==> src/design/ptq_pkg.sv <==
// ----------------------------------------------------------------------------
// ptq_pkg
// Shared types, widths, codes and defaults of the two-queue port scheduler.
// ----------------------------------------------------------------------------
`default_nettype none

package ptq_pkg;

  // payload widths fixed by the beat formats
  localparam int HANDLE_W   = 16;
  localparam int STATUS_W   = 2;
  localparam int LIMIT_W    = 11;
  localparam int CFG_ADDR_W = 3;
  localparam int CFG_DATA_W = 32;

  // parameter defaults
  localparam int MGMT_DEPTH_DEF  = 64;
  localparam int DATA_DEPTH_DEF  = 1024;
  localparam int HANDLE_BITS_DEF = 16;

  // register reset and addresses
  localparam logic [LIMIT_W-1:0]    LIMIT_RESET     = LIMIT_W'(1000);
  localparam logic [CFG_ADDR_W-1:0] ADDR_DATA_LIMIT = CFG_ADDR_W'(0);

  // command codes
  localparam logic CMD_ENQ = 1'b0;
  localparam logic CMD_DEQ = 1'b1;

  // result status codes
  localparam logic [STATUS_W-1:0] ST_OK        = 2'd0;
  localparam logic [STATUS_W-1:0] ST_DATA_DROP = 2'd1;
  localparam logic [STATUS_W-1:0] ST_EMPTY     = 2'd2;
  localparam logic [STATUS_W-1:0] ST_MGMT_DROP = 2'd3;

  // queue status toward the scheduler
  typedef struct packed {
    logic full;
    logic nonempty;
  } qstat_t;

endpackage

`default_nettype wire

==> src/design/ptq_cfg.sv <==
// ----------------------------------------------------------------------------
// ptq_cfg
// APB register file holding the data queue limit.
// ----------------------------------------------------------------------------
`default_nettype none

module ptq_cfg import ptq_pkg::*; (
  input  wire logic                  clk,
  input  wire logic                  rst,
  input  wire logic                  psel,
  input  wire logic                  penable,
  input  wire logic                  pwrite,
  input  wire logic [CFG_ADDR_W-1:0] paddr,
  input  wire logic [CFG_DATA_W-1:0] pwdata,
  output logic      [CFG_DATA_W-1:0] prdata,
  output logic                       pready,
  output logic      [LIMIT_W-1:0]    data_limit
);

  logic wr_en;

  assign pready = 1'b1;
  assign wr_en  = psel && penable && pwrite && (paddr == ADDR_DATA_LIMIT);

  // write the limit on the access phase
  always_ff @(posedge clk) begin
    if (rst) begin
      data_limit <= LIMIT_RESET;
    end else if (wr_en) begin
      data_limit <= pwdata[LIMIT_W-1:0];
    end
  end

  // read back
  always_comb begin
    if (paddr == ADDR_DATA_LIMIT) begin
      prdata = CFG_DATA_W'(data_limit);
    end else begin
      prdata = '0;
    end
  end

endmodule

`default_nettype wire

==> config.mk <==
export PLATFORM = sky130hd
export DESIGN_NAME = ptq_cfg
export DESIGN_NICKNAME = d
export VERILOG_FILES = /design/src/design/ptq_pkg.sv /design/src/design/ptq_cfg.sv
export SDC_FILE = /design/constraint.sdc
export NUM_CORES = 1
export LEC_CHECK = 0
export BUFFER_PORTS_ARGS = -buffer_cell sky130_fd_sc_hd__clkbuf_2
export CORE_UTILIZATION = 30
export CTS_CLUSTER_SIZE = 10
export DETAILED_ROUTE_END_ITERATION = 10
export GPL_TIMING_DRIVEN = 0
export PLACE_DENSITY = 0.76
export SETUP_SLACK_MARGIN = 0.05
export SKIP_CTS_REPAIR_TIMING = 1
export SLEW_MARGIN = 15
export SYNTH_ARGS = -nofsm -noshare
export SYNTH_HDL_FRONTEND = slang
export SYNTH_SLANG_ARGS = --single-unit
export TNS_END_PERCENT = 5
==> constraint.sdc <==
create_clock -name clk -period 1 [get_ports clk]
set_clock_uncertainty 0.2 [all_clocks]
set_input_delay 0.05 -clock clk [delete_from_list [all_inputs] [get_ports clk]]
set_output_delay 0.05 -clock clk [all_outputs]
set_load 0.02 [all_outputs]
[Yosys cells after proc, flatten, opt, wreduce, memory -nomap -nowiden]
Cells that the tools add are included.
Word-level totals
  bits in registers: 11
  bits of input ports: 40
  output and inout port bits: 44
  word-level logic and storage cells: 6
Operators by class
  mux-type cells: 1
  reductions and logical operators: 4
Operators by type and width (count)
  2-to-1 mux 11 bit: 1
  logical AND 1 bit: 3
  logical NOT 3 bit: 1

[Depth between registers and ports, before layout]
  word-level depth: 3
  depth in mapped cells: 4
  gate-level depth less buffers: 3

[Worst setup path before layout]
No wires, ideal clock.
  path type: input-to-reg
  from: input port paddr[1]
  to: register data_limit[3]
  setup time: 0.072 ns
  arrival time: 0.795 ns
  data required time: 0.728 ns
  path slack: -0.066 ns
  stages: 4
  buffers on the path: 1
  cell sequence: nor3_2 > and4_4 > buf_12 > mux2i_1
Between the ends
  longest elaborated chain between the ends: 2
Ends and longest elaborated chain
  start: declaration: line ptq_cfg.sv:13  | input wire logic [CFG_ADDR_W-1:0] paddr,
  logical NOT 3 bit: line ptq_cfg.sv:23  | assign wr_en = psel && penable && pwrite && (paddr == ADDR_DATA_LIMIT);
  logical AND 1 bit: line ptq_cfg.sv:23
  end signal: assignment: line ptq_cfg.sv:30  | data_limit <= pwdata[LIMIT_W-1:0];
  end: declaration: line ptq_cfg.sv:17  | output logic [LIMIT_W-1:0] data_limit
Every way passes these cells.
A chain may end at the register's enable or synchronous reset.

[Final worst setup path]
  from: register data_limit[8]
  to: output port prdata[8]
Between the ends
  longest elaborated chain between the ends: 1
Ends and longest elaborated chain
  2-to-1 mux 11 bit: line ptq_cfg.sv:36  | if (paddr == ADDR_DATA_LIMIT) begin
  end: declaration: line ptq_cfg.sv:15  | output logic [CFG_DATA_W-1:0] prdata,
Every way passes these cells.

==> flow_summary.ini <==
[placed_design]
dpl_cell_area_um2 = 1050
dpl.hpwl_mm = 1.320
place.gp.congestion = 0.6317
io_buffers = 40

[pwr]
ir_drop_mv = 0.4559
power_leakage_nw = 0.6600
power_w = 0.001078
power_density_nw_per_um2 = 809.6

[drt]
drt.antenna.violating_nets = 0
post_drt_wl_per_cell_um = 10.41
wirelength_mm = 1.968
viasPerCell = 3.868
drc_errors = 0
initialDrtViolationCount = 0
first_pass_iters = 1
dr_total_vias = 731

[sta]
final-hold-violation-count = 3
setup_viol = 16
tns_ps = -1211
rsz0062_at_grt = yes
clock.fmax_ghz = 0.8987
fin_crit_sh_pct = 111.3
maxSlewViolCount = 0
period_needed_ps = 1113
whs_ps = -95.98
fin_ws_ps = -112.8

[cells_and_area]
fin_util_pct = 59.05
fin_nets = 202
area_growth_pct = 81.57
drive_above_1_share_pct = 55.90
largest_register = data_limit
insertedDiodeCount = 0
largest_reg_flops = 11
reg_top3 = data_limit x11
stdcell_area_um2 = 1331

[synth]
synth_seq_cells = 11
postSynthAreaPerCell_um2 = 8.626
yosys_warnings = 0
yosysUniqueCellTypes = 12
postSynthCellCount = 85
yosysSeqAreaShare_pct = 30.03
synth_area_um2 = 733.2

[setup_path]
critPathMaxFanout = 3
r2r-start = data_limit[2]
crit_required_ps = 750
reg2regPathDepth = 3
ff2ff_setup_slack_ps = 120
crit_start = data_limit[8]
cp.arrival_ps = 860
cp-start-kind = flip-flop
end_kind = primary output
r2r-end = data_limit[2]
critical_path_class = flip-flop to primary output

[flow_run]
cap_violations = 0

[cts]
cts_sinks = 11
htree_num_levels = 1
cts_root_buf = clkbuf_4
clk-insertion-delay-late_ps = 270
cts_tree = built
cts_buffer_depth = 2
cts_buffers = 3
clk_pin_slew_ps = 80

[floorplanning]
core-area_um2 = 2255
rows = 17
dieWidth_um = 51.44
io_pins = 84
die-area_um2 = 2646
die_h_um = 51.44
start_util_pct = 32.52

[global_route]
grt-ovfl-total = 0
track_usage_pct = 12.77
grt_max_degree = 11
antenna_found_initial = 0
grt_pass1_wl_mm = 2.359
grt_pass1_vias = 570

[worst_hold_path]
hold_path_depth = 3
hold_class = input pin to flip-flop
hold_start = rst
hold_path_end = data_limit[10]

[run_status]
status = finished, violations left
violations = hold timing, setup timing
-- area by class of cell --
class | instances | area (um^2)
fillers | 226 | 923.4
clock buffers | 4 | 26.28
flip-flops and latches | 11 | 234.0
multi-input cells | 68 | 419.2
plain buffers | 26 | 200.2
repair buffers | 52 | 416.7
well taps | 28 | 35.03
-- cell usage after synthesis (all sizes together) --
cell type / count / share of area, %
nor3: 1 / 1.4
nand2b: 10 / 8.5
and4: 1 / 1.5
clkbuf: 3 / 1.5
buf: 23 / 25
and2: 11 / 9.6
mux2i: 11 / 15
nor2: 12 / 6.1
conb: 2 / 1.0
dfxtp: 11 / 30
-- metal layers --
layer  vias to the layer above  wire length (um)  GRT usage, %
met1                       321               688         11.81
met3                         4               122         2.679
met4                         0                40         9.910
met2                        36              1118         23.81
met5                         -                 0             0
li1                        370                 -             -
-- cells by family after synthesis --
| kind of cell | count (synthesis) | share of synthesized area, % |
|---|---|---|
| and+or+nand+nor | 35 | 27.13 |
| muxes | 11 | 15.02 |
| DFF | 11 | 30.03 |
| other | 2 | 1.024 |
| buffers and inverters | 26 | 26.79 |
-- stage by stage --
stage	setup slack [ps]	cells
floorplan	-33.44	105
global placement	-302.2	173
detailed placement	-342.9	173
CTS	-339.8	177
global route	-151.3	189
finish	-112.8	189
-- report_power, final --
part	internal [W]	switching, W
Combinational	0.000166	0.000159
Clock	0.000154	0.000154
Sequential	0.000441	0.00000251
-- cells in the final DEF (no fill, tap or decap) --
master / count
buf_4: 31
conb_1: 22
clkbuf_2: 17
buf_6: 13
nor2_1: 12
mux2i_1: 11
dfxtp_2: 11
dlygate4sd3_1: 11
nand2b_1: 10
and2_4: 9
clkbuf_1: 3
clkbuf_4: 3
buf_2: 3
and2_1: 2
nor3_4: 1
and4_4: 1
buf_12: 1
-- worst max-delay path: stages (launching register included) --
cell	delay, ps
dfxtp_2	330
and2_1	140
buf_6	130
-- worst max path at each step --
stage	end	slack, ps	cells after the start
finish	prdata[8]	-110	2
global route	prdata[9]	-150	2
floorplan	data_limit[3]	-30	4
CTS	prdata[4]	-340	5
detailed placement	prdata[4]	-340	5
global placement	prdata[2]	-300	5
Note: power is estimated with default switching activity, not from simulation.
